File: src/rtl/sbps_pkg.sv
// Shared types and constants for the sort-based permutation sampler.
// Has no dependencies. The cell and the top level import it.
package sbps_pkg;

	localparam int KEY_W    = 32;
	localparam int IDX_BITS = 11;
	localparam int RND_W    = 21;

	typedef logic [KEY_W-1:0]    key_t;
	typedef logic [RND_W-1:0]    rnd_t;
	typedef logic [IDX_BITS-1:0] idx_t;

	// Per-cycle command to every cell of the chain
	typedef struct packed {
		logic ins;    // insert the broadcast key into the sorted row
		logic shift;  // move each key one cell toward the head
	} cell_ctl_t;

	typedef enum logic [2:0] {
		ST_LOAD  = 3'b001,
		ST_DRAIN = 3'b010,
		ST_FAIL  = 3'b100
	} state_t;

endpackage

File: src/rtl/sbps_cell.sv
// One cell of the insertion-sort chain: holds one key and trades with its neighbors.
// Depends on sbps_pkg.
module sbps_cell (
	input  logic              clk,
	input  sbps_pkg::cell_ctl_t ctl,
	input  sbps_pkg::key_t    new_key,
	input  logic              occupied,
	input  logic              prev_gt,
	input  sbps_pkg::key_t    prev_key,
	input  sbps_pkg::key_t    next_key,
	output sbps_pkg::key_t    key,
	output logic              gt,
	output logic              hit
);
	import sbps_pkg::*;

	key_t key_q;

	// An empty cell counts as larger than any key
	assign gt  = !occupied || (key_q > new_key);
	assign hit = occupied && (key_q[KEY_W-1:IDX_BITS] == new_key[KEY_W-1:IDX_BITS]);
	assign key = key_q;

	always_ff @(posedge clk) begin
		if (ctl.ins) begin
			if (gt) begin
				key_q <= prev_gt ? prev_key : new_key;
			end
		end else if (ctl.shift) begin
			key_q <= next_key;
		end
	end

endmodule

File: config.mk
export PLATFORM = sky130hd
export DESIGN_NAME = sbps_cell
export DESIGN_NICKNAME = d
export VERILOG_FILES = /design/src/rtl/sbps_pkg.sv /design/src/rtl/sbps_cell.sv
export SDC_FILE = /design/constraint.sdc
export NUM_CORES = 1
export LEC_CHECK = 0
export BUFFER_PORTS_ARGS = -buffer_cell sky130_fd_sc_hd__buf_2
export CAP_MARGIN = 30
export CORE_AREA = 3 3 78 80
export DETAILED_ROUTE_END_ITERATION = 8
export DIE_AREA = 0 0 81 83
export PLACE_DENSITY = 0.8
export REMOVE_ABC_BUFFERS = 1
export SKIP_LAST_GASP = 1
export SYNTH_ARGS = -nofsm -noshare
export SYNTH_HDL_FRONTEND = slang
export SYNTH_SLANG_ARGS = --single-unit
File: constraint.sdc
create_clock -name clk -period 4.6 [get_ports clk]
set_input_delay 0.92 -clock clk [delete_from_list [all_inputs] [get_ports clk]]
set_output_delay 0.92 -clock clk [all_outputs]
set_load 0.02 [all_outputs]
==> results of run 1 <==
## power breakdown
group | internal (mW) | leakage [nW] | switching, mW
clock network | 0.0997 | 0.0391 | 0.0986
logic | 0.118 | 1.34 | 0.164
registers | 0.362 | 0.314 | 0.0164
## metrics by stage
step,cell area (µm²),power [mW]
after floorplan,2410,0.543
after global placement,3200,0.659
after detailed placement,3200,0.671
after CTS,3280,0.870
after global routing,3280,0.923
final,3280,0.859
## kinds of logic after synthesis
kind of cell,after synthesis
AND/OR/NAND/NOR,62
AO/OA/AOI/OAI,58
buffers and inverters,44
multiplexers,32
adder cells (fa/ha/maj),32
flip-flops,32
## cells in the final DEF (no fill, tap or decap)
cell	instances
nand2_1	12
nand3_2	1
nor3_1	2
o21ai_0	4
o22ai_1	1
inv_1	33
a21oi_1	46
nand4_2	1
o211ai_1	1
nor4_1	1
nand3_1	3
edfxtp_1	32
buf_2	134
o41ai_2	1
buf_4	2
a31oi_1	1
nand4_1	3
clkbuf_8	5
a31oi_4	1
a211oi_1	1
nor2b_1	2
a2111o_1	1
nor2_1	35
nor4_2	1
nand2b_2	1
a221oi_1	1
mux2i_1	32
ha_1	32
clkinv_1	2
## cell type report
type                    count  area (µm²)  area share, %
clock buffers               5        68.8           2.10
clock inverters             2        7.51          0.229
inverters                  33         124           3.78
multi-input cells         184        1340           40.9
flip-flops and latches     32         961           29.3
well taps                  72        90.1           2.75
repair buffers            136         686           20.9
## final timing paths
| path | end | slack (ns) | cells after the start |
|---|---|---|---|
| max | gt | 0.87 | 10 |
| min | key[15]$_DFFE_PP_ | 0.95 | 3 |
| max reg2reg | key[1]$_DFFE_PP_ | 1.94 | 8 |
| min reg2reg | key[11]$_DFFE_PP_ | 1.41 | 4 |
## metal layers
metal	vias to the layer above	global-route usage, %	part of all wire, %
li1	1190	-	-
met1	1046	22.3	39
met2	84	34.7	53
met3	4	4.77	7.4
met4	0	5.07	0.76
met5	-	0	0
## tightest hold or removal path, cell delays in order
cell,delay [ns]
buf_2,0.08
nor2_1,0.03
a21oi_1,0.09
==> results.yml, run 1 <==
floorplanning:
  floorplan.die.width_um: 81
  core_area_um2: 5470
  die_y_um: 83
  std_cell_rows: 27
  die_area_um2: 6720
  initial_core_util_pct: 44.8
  number_of_placed_i_o_pins: 135
global_routing:
  grt_antenna_before_repair: 0
  grt_usage_pct: 19.3
  grt_ovf: 0
  first_pass_grt_wire_length_um: 10200
  grt_start_max_net_pins: 66
  grt_pass1_vias: 2292
routing:
  viasPerCell: 5.01
  wirelength_um: 6280
  via_count: 2324
  wl_per_cell_um: 13.5
  detail_route.first_pass.iterations: 4
  drt_drc_violations_left: 0
  initial_drc_count: 76
  remaining_number_of_nets_flagged_by_the_antenna_check_after_routing: 0
logic_synthesis:
  synth-compound-area-share_pct: 13.1
  syn-instance-count: 260
  synth_sequential_area_ratio_pct: 39.2
  yosys.area.top_type: "edfxtp_1"
  synth.mux.area_fraction_pct: 13.1
  synth_enable_flop_cells: 32
  post_synth_most_frequent_cells: "a21oi_1, nor2_1, inv_1"
  number_of_warnings_issued_by_yosys: 0
  post_synth_fa_ha_maj_area_fraction_pct: 16.3
  synthFlopType: "edfxtp_1"
  synthTopCellsByArea: "edfxtp_1, ha_1, mux2i_1, a21oi_1, nor2_1"
  netlist-cell-type-count: 26
  summed_instance_area_of_the_synthesized_netlist_um2: 2450
  synthXorXnorAreaFrac_pct: 0
  synth_top_cell_area_share_pct: 39.2
  synthMostInstantiatedCell: "a21oi_1"
  main_combinational_cell_family_by_area_after_synthesis: "adder cells"
  postSynthRegisterBits: 32
  postSynth.asyncResetShare_pct: 0
  synth.avg_cell_area_um2: 9.44
  synth_simple_gate_area_share_pct: 11.5
layout:
  final_net_count: 525
  num_antenna_cells: 0
  max_ffs_per_register: 32
  n_fill_cell: 513
  final_layout_size_suffix_gt1_share_pct: 37.5
  postLayoutCoreUtil_pct: 59.9
  area_delta_synth_final_pct: 33.5
  post_layout_nonfiller_instances: 464
pwr:
  leak_pwr_nw: 1.69
  vdd_ir_drop_max_uv: 163
  p_per_area_nw_per_um2: 262
placed_design:
  dpl.cell_count: 457
  post-dp-hpwl_um: 5130
  placement.io_buffers: 134
  place_ws_ns: 0.834
  gp_routability_congestion: 0.778
clocking:
  cts_hold_buf: 0
  tritoncts: "done"
  clock_path_buffers: 2
  cts_repair_resize_count: 0
  clock_pin_slew_reported_for_the_worst_setup_and_hold_paths_after_clock_tree_synthesis_ns: 0.07
  cts_made_buffers: 5
  cts_root_buffer: "clkbuf_8"
  setup_bufs_post_cts: 0
  htree_levels: 2
  worst_skew_pair_later_pin_latency_ns: 0.28
  clock_sink_count: 32
setup_path:
  number_of_buffer_and_inverter_instances_along_the_worst_setup_path: 3
  critPathLaunchType: "input port"
  critPathCaptureType: "primary output"
  critical_path.startpoint: "new_key[7]"
  crit_path_max_fanout: 3
  critical_path_arrival_ns: 2.81
  worstPathRequired_ns: 3.68
  critical-path-slowest-cell: "o41ai_2"
  crit_type: "in2out"
  critical_path.cell_chain: "buf_2 -> inv_1 -> ha_1 -> a21oi_1 -> o21ai_0 -> a221oi_1 -> a31oi_1 -> o41ai_2 -> nand2_1 -> buf_2"
  regToRegStartpoint: "key[27]$_DFFE_PP_"
  worst_path_dominant_cell_family: "compound AO/OA/AOI/OAI gates"
  cp_slowest_stage_delay_ns: 0.50
  path_common_cell: "buf_2"
sta:
  maxSlewViolCount: 0
  worst_clock_skew_ns: 0.00552
  postLayoutSetupSlackWorst_ns: 0.872
  rsz0062_at_grt: "no"
  finalSetupViolations: 0
  slew_headroom_pct: 35.9
  setup_total_negative_slack_ns: 0
  fin_crit_ns: 3.73
  fin_worst_hold_slack_ns: 0.954
  max_clock_freq_ghz: 0.268
  timing.final.crit_share_pct: 81.0
  worstMarginPinSlew_ns: 0.962
  hold_viol_final: 0
outcome:
  outcome: "complete, no violations"
min_path:
  worstHoldPathType: "in2reg"
  holdCritStartpoint: "next_key[15]"
flow_run:
  drv_cap: 0
No activity file was read; power rests on OpenSTA's default activity.
==> run 2, diff against run 1 <==
==> constraint.sdc (replaced) <==
create_clock -name clk -period 3.6 [get_ports clk]
set_input_delay 0.72 -clock clk [delete_from_list [all_inputs] [get_ports clk]]
set_output_delay 0.72 -clock clk [all_outputs]
set_load 0.02 [all_outputs]
==> run 2 against run 1 <==
  * Total power rose by 29%
  * Global-route usage fell by 0.75 points
  * Worst hold slack got worse by 0.19 ns
  * Combinational power rose by 30%
  * Worst setup slack got worse by 0.62 ns
  * Critical path depth did not move
  * Clock-buffer cell count rose by 2
  * Clock skew barely moved
  * Register-to-register slack got worse by 0.87 ns
  * Routed wire length fell by 0.30%
  * Via count fell by 0.73%
==> results.yml, run 2 (synthesis results as in run 1) <==
setup_path:
  r2r_cells: 8
  worst_r2r_end: "key[6]$_DFFE_PP_"
  critical_path_arrival_ns: 2.63
  critPathLaunchType: "input port"
  worstPathRequired_ns: 2.88
  cp_slowest_stage_delay_ns: 0.50
  critical-path-slowest-cell: "o41ai_2"
  critPathCaptureType: "primary output"
  critical_path.cell_chain: "buf_2 -> inv_1 -> ha_1 -> a21oi_1 -> o21ai_0 -> a211oi_1 -> a21oi_1 -> o41ai_2 -> nand2_1 -> buf_2"
  regToRegStartpoint: "key[21]$_DFFE_PP_"
  r2r_slack_ns: 1.07
  worst_path_dominant_cell_family: "compound AO/OA/AOI/OAI gates"
  crit_type: "in2out"
  number_of_buffer_and_inverter_instances_along_the_worst_setup_path: 3
  crit_path_max_fanout: 2
layout:
  n_fill_cell: 518
  final_net_count: 525
  mostFrequentLayoutCell: "buf_2"
  final_layout_size_suffix_gt1_share_pct: 37.4
  max_ffs_per_register: 32
  num_antenna_cells: 0
  area_delta_synth_final_pct: 34.2
  post_layout_nonfiller_instances: 465
  final_cell_mix: "buf_2, a21oi_1, nor2_1"
  postLayoutCoreUtil_pct: 60.2
floorplanning:
  die_y_um: 83
  std_cell_rows: 27
  initial_core_util_pct: 44.8
  core_area_um2: 5470
  die_area_um2: 6720
  number_of_placed_i_o_pins: 135
  floorplan.die.width_um: 81
pwr:
  leak_pwr_nw: 1.69
  p_per_area_nw_per_um2: 336
  vdd_ir_drop_max_uv: 239
  power.total_mw: 1.11
clocking:
  htree_levels: 2
  tritoncts: "done"
  clock_pin_slew_reported_for_the_worst_setup_and_hold_paths_after_clock_tree_synthesis_ns: 0.07
  cts_made_buffers: 5
  worst_skew_pair_later_pin_latency_ns: 0.27
  clock_sink_count: 32
  clock_path_buffers: 2
  cts_repair_resize_count: 0
  cts_root_buffer: "clkbuf_8"
global_routing:
  grt_pass1_vias: 2309
  grt_ovf: 0
  top_usage_layer: "met2"
  first_pass_grt_wire_length_um: 9980
  met2_resource_use_gr_pct: 34.2
  grt_start_max_net_pins: 36
  gr-usage-met1_pct: 21.6
  grt.met3_usage_pct: 4.23
  grt_antenna_before_repair: 0
  grt_usage_pct: 18.6
placed_design:
  post-dp-hpwl_um: 5210
  placement.io_buffers: 134
  dpl.cell_count: 457
  gp_routability_congestion: 0.711
routing:
  wl_per_cell_um: 13.5
  drt_drc_violations_left: 0
  initial_drc_count: 56
  detail_route.first_pass.iterations: 4
  wirelength_um: 6260
  remaining_number_of_nets_flagged_by_the_antenna_check_after_routing: 0
  via_count: 2307
  viasPerCell: 4.96
sta:
  finalSetupViolations: 0
  max_clock_freq_ghz: 0.298
  timing.final.crit_share_pct: 93.1
  setup_total_negative_slack_ns: 0
  worst_clock_skew_ns: 0.00534
  maxSlewViolCount: 0
  hold_viol_final: 0
  worstMarginPinSlew_ns: 0.952
  rsz0062_at_grt: "no"
  slew_headroom_pct: 36.5
  fin_crit_ns: 3.35
min_path:
  min_path_cells: 3
  holdCritStartpoint: "next_key[18]"
  worstHoldPathType: "in2reg"
  hold_end: "key[18]$_DFFE_PP_"
flow_run:
  drv_cap: 0
outcome:
  outcome: "complete, no violations"
==> run 2: cell types whose count changed in the layout (fill, tap and decap cells not counted) <==
cell	before	now
buf_12	0	1
clkinv_1	2	1
clkbuf_1	0	2
buf_4	2	1
==> run 2: final cells by class <==
class | instances | area [µm²] | area share (%)
Clock buffer | 7 | 76.3 | 2.32
Clock inverter | 1 | 3.75 | 0.114
Inverter | 33 | 124 | 3.76
Multi-Input combinational cell | 184 | 1340 | 40.7
Sequential cell | 32 | 961 | 29.2
Tap cell | 72 | 90.1 | 2.74
Timing Repair Buffer | 136 | 698 | 21.2
==> run 2: per-layer routing <==
metal,up-vias,share of wire (%)
li1,1195,-
met1,1028,41
met2,82,52
met3,2,7.1
met4,0,0.43
met5,-,0
==> run 2: worst min-delay path, stage by stage <==
cell and delay, ns:
buf_2 0.07, nor2_1 0.03, a21oi_1 0.09
==> run 2: through the flow <==
| stage | setup WS [ns] | instance area (µm²) | hold slack (ns) |
|---|---|---|---|
| after floorplan | -0.396 | 2410 | 0.927 |
| after global placement | 0.338 | 3210 | 1.04 |
| after CTS | 0.156 | 3290 | 0.755 |
| after detailed placement | 0.152 | 3210 | 1.05 |
| after global routing | 0.104 | 3290 | 0.776 |
| final | 0.248 | 3290 | 0.763 |
==> run 2: how the worst max path moves through the flow <==
stage                      startpoint  depth (start not counted)  slack, ns                to
after floorplan           new_key[14]                          7      -0.40  key[0]$_DFFE_PP_
after global routing       new_key[7]                         10       0.10                gt
after global placement     new_key[7]                         10       0.34                gt
after CTS                  new_key[7]                         10       0.16                gt
after detailed placement   new_key[7]                         10       0.15                gt
final                     new_key[21]                         10       0.25                gt
==> run 2: where the power goes <==
group	internal (mW)	leakage (nW)	switching [mW]
registers	0.462	0.314	0.0206
clock network	0.134	0.0399	0.123
logic	0.154	1.34	0.212
total	0.751	1.69	0.356
==> run 2: timing repair <==
item,4_1_cts,5_1_grt
setup buffers,0,0
endpoints found under the setup margin,0,1
hold buffers,0,0
==> run 3, diff against run 2 <==
--- a/config.mk
+++ b/config.mk
@@ -8,9 +8,11 @@
 export BUFFER_PORTS_ARGS = -buffer_cell sky130_fd_sc_hd__buf_2
 export CAP_MARGIN = 30
 export CORE_AREA = 3 3 78 80
+export CTS_BUF_LIST = sky130_fd_sc_hd__clkbuf_8 sky130_fd_sc_hd__clkbuf_16
 export DETAILED_ROUTE_END_ITERATION = 8
 export DIE_AREA = 0 0 81 83
-export PLACE_DENSITY = 0.8
+export GPL_ROUTABILITY_DRIVEN = 0
+export PLACE_DENSITY = 0.76
 export REMOVE_ABC_BUFFERS = 1
 export SKIP_LAST_GASP = 1
 export SYNTH_ARGS = -nofsm -noshare
==> run 3 against run 2 <==
  * Final cell count shrank 0.22%
  * Sequential share of layout area up 0.078 points
  * Clock power fell by 5%
  * Total power fell by 1.5%
  * First-iteration DRC count decreased by 46%
  * Routed wire length down 3.8%
  * Via count decreased by 1.6%
  * Die area unchanged
  * Sequential power about the same
  * Clock-buffer cell count is 2 lower
  * Highest routed layer unchanged
  * Combinational power hardly changed
==> results.yml, run 3 (synthesis results as in run 1) <==
floorplanning:
  floorplan.die.width_um: 81
  number_of_placed_i_o_pins: 135
  std_cell_rows: 27
  core_area_um2: 5470
  die_area_um2: 6720
  initial_core_util_pct: 44.8
  die_y_um: 83
setup_path:
  path_common_cell: "buf_2"
  critical-path-slowest-cell: "o41ai_2"
  worst_r2r_end: "key[6]$_DFFE_PP_"
  critical_path_arrival_ns: 2.58
  critPathLaunchType: "input port"
  worstPathRequired_ns: 2.88
  crit_path_max_fanout: 3
  r2r_cells: 9
  number_of_buffer_and_inverter_instances_along_the_worst_setup_path: 3
  crit_type: "in2out"
  critPathCaptureType: "primary output"
  r2r_slack_ns: 0.84
  regToRegStartpoint: "key[27]$_DFFE_PP_"
  worst_path_dominant_cell_family: "compound AO/OA/AOI/OAI gates"
  cp_slowest_stage_delay_ns: 0.44
  critical_path.cell_chain: "buf_2 -> inv_1 -> ha_1 -> a21oi_1 -> o21ai_0 -> a221oi_1 -> a31oi_1 -> o41ai_2 -> nand2_1 -> buf_2"
sta:
  slew_headroom_pct: 35.9
  fin_crit_ns: 3.30
  postLayoutSetupSlackWorst_ns: 0.296
  max_clock_freq_ghz: 0.303
  worst_clock_skew_ns: 0.00659
  maxSlewViolCount: 0
  timing.final.crit_share_pct: 91.8
  hold_viol_final: 0
  rsz0062_at_grt: "no"
  finalSetupViolations: 0
  worstMarginPinSlew_ns: 0.961
clocking:
  clock_path_buffers: 2
  clock_sink_count: 32
  tritoncts: "done"
  cts_root_buffer: "clkbuf_8"
  htree_levels: 2
  cts_made_buffers: 5
  clock_pin_slew_reported_for_the_worst_setup_and_hold_paths_after_clock_tree_synthesis_ns: 0.06
  cts_hold_buf: 0
  worst_skew_pair_later_pin_latency_ns: 0.28
layout:
  final_layout_size_suffix_gt1_share_pct: 38.0
  n_fill_cell: 519
  final_cell_mix: "buf_2, a21oi_1, nor2_1"
  num_antenna_cells: 0
  max_ffs_per_register: 32
  area_delta_synth_final_pct: 33.8
  fin_area_um2: 3280
  final_net_count: 527
  mostFrequentLayoutCell: "buf_2"
global_routing:
  grt_ovf: 0
  grt_pass1_vias: 2343
  first_pass_grt_wire_length_um: 10100
  grt_antenna_before_repair: 0
  grt_usage_pct: 18.7
  grt_start_max_net_pins: 65
pwr:
  intPower_mw: 0.742
  switching_share_of_total_power_pct: 32.0
  seq_power_share_pct: 44.2
  p_per_area_nw_per_um2: 332
  leak_pwr_nw: 1.70
  combPwrFrac_pct: 33.3
  switchingPower_mw: 0.349
  vdd_ir_drop_max_uv: 167
  part_of_the_power_in_the_clock_network_pct: 22.5
outcome:
  outcome: "complete, no violations"
min_path:
  hold_end: "key[24]$_DFFE_PP_"
  worstHoldPathType: "in2reg"
  min_path_cells: 3
  holdCritStartpoint: "next_key[24]"
placed_design:
  placement.io_buffers: 134
  place_ws_ns: 0.196
  placed_area_um2: 3210
  post-dp-hpwl_um: 4950
routing:
  via_count: 2271
  wirelength_um: 6020
  remaining_number_of_nets_flagged_by_the_antenna_check_after_routing: 0
  drt_drc_violations_left: 0
  initial_drc_count: 30
  detail_route.first_pass.iterations: 4
  wl_per_cell_um: 13.0
  viasPerCell: 4.89
flow_run:
  drv_cap: 0
[run 3: cell count changes in the layout (fill, tap and decap cells not counted), sizes merged]
cell,previous run,this run
buf,136,138
clkinv,1,0
clkbuf,7,5
[run 3: worst min-delay path, cell delays in order]
cell	delay (ns)
buf_2	0.07
nor2_1	0.03
a21oi_1	0.09
[run 3: metal layers]
| layer | global-route usage (%) | wire (µm) | up-vias |
|---|---|---|---|
| met1 | 21.2 | 2390 | 985 |
| met2 | 34.4 | 3090 | 81 |
| met4 | 3.23 | 46 | 0 |
| li1 | - | - | 1199 |
| met5 | 0 | 0 | - |
| met3 | 5.31 | 493 | 6 |
[run 3: area by class of cell]
cell class                      count  area [µm²]  share of cell area (%)
Inverter                           33         124                    3.77
Multi-Input combinational cell    184        1340                    40.8
Timing Repair Buffer              138         701                    21.3
Sequential cell                    32         961                    29.3
Clock buffer                        5        68.8                    2.10
Tap cell                           72        90.1                    2.74
[run 3: worst max path at each step]
stage                     slack, ns          endpoint  depth (start not counted)   startpoint
after detailed placement       0.20                gt                         10   new_key[7]
after global routing           0.13                gt                         10   new_key[7]
after CTS                      0.19                gt                         10   new_key[7]
final                          0.30                gt                         10   new_key[7]
after global placement         0.29                gt                         10   new_key[7]
after floorplan               -0.40  key[0]$_DFFE_PP_                          7  new_key[14]
[run 3: power groups by stage]
| stage | sequential [mW] | combinational, mW | clock [mW] |
|---|---|---|---|
| 5_1_grt | 0.488 | 0.411 | 0.271 |
| 4_1_cts | 0.483 | 0.366 | 0.257 |
| 2_1_floorplan | 0.541 | 0.154 | 0 |
| 6_report | 0.482 | 0.363 | 0.246 |
| 3_5_place_dp | 0.491 | 0.365 | 0 |
| 3_3_place_gp | 0.488 | 0.356 | 0 |
[run 3: what timing repair did]
item / CTS / global route
resized for setup: 0 / 0
setup endpoints to repair: 0 / 1
buffers inserted: 0 / 1
[run 3: through the flow]
stage	hold WS (ns)	power [mW]	TNS (ns)	std cells	util, %
after floorplan	0.927	0.694	-12.68	249	-
after global placement	1.04	0.844	0	458	58.6
after detailed placement	1.05	0.855	0	458	58.6
after CTS	0.749	1.11	0	463	59.9
after global routing	0.768	1.17	0	464	60.0
final	0.755	1.09	0	464	60.0
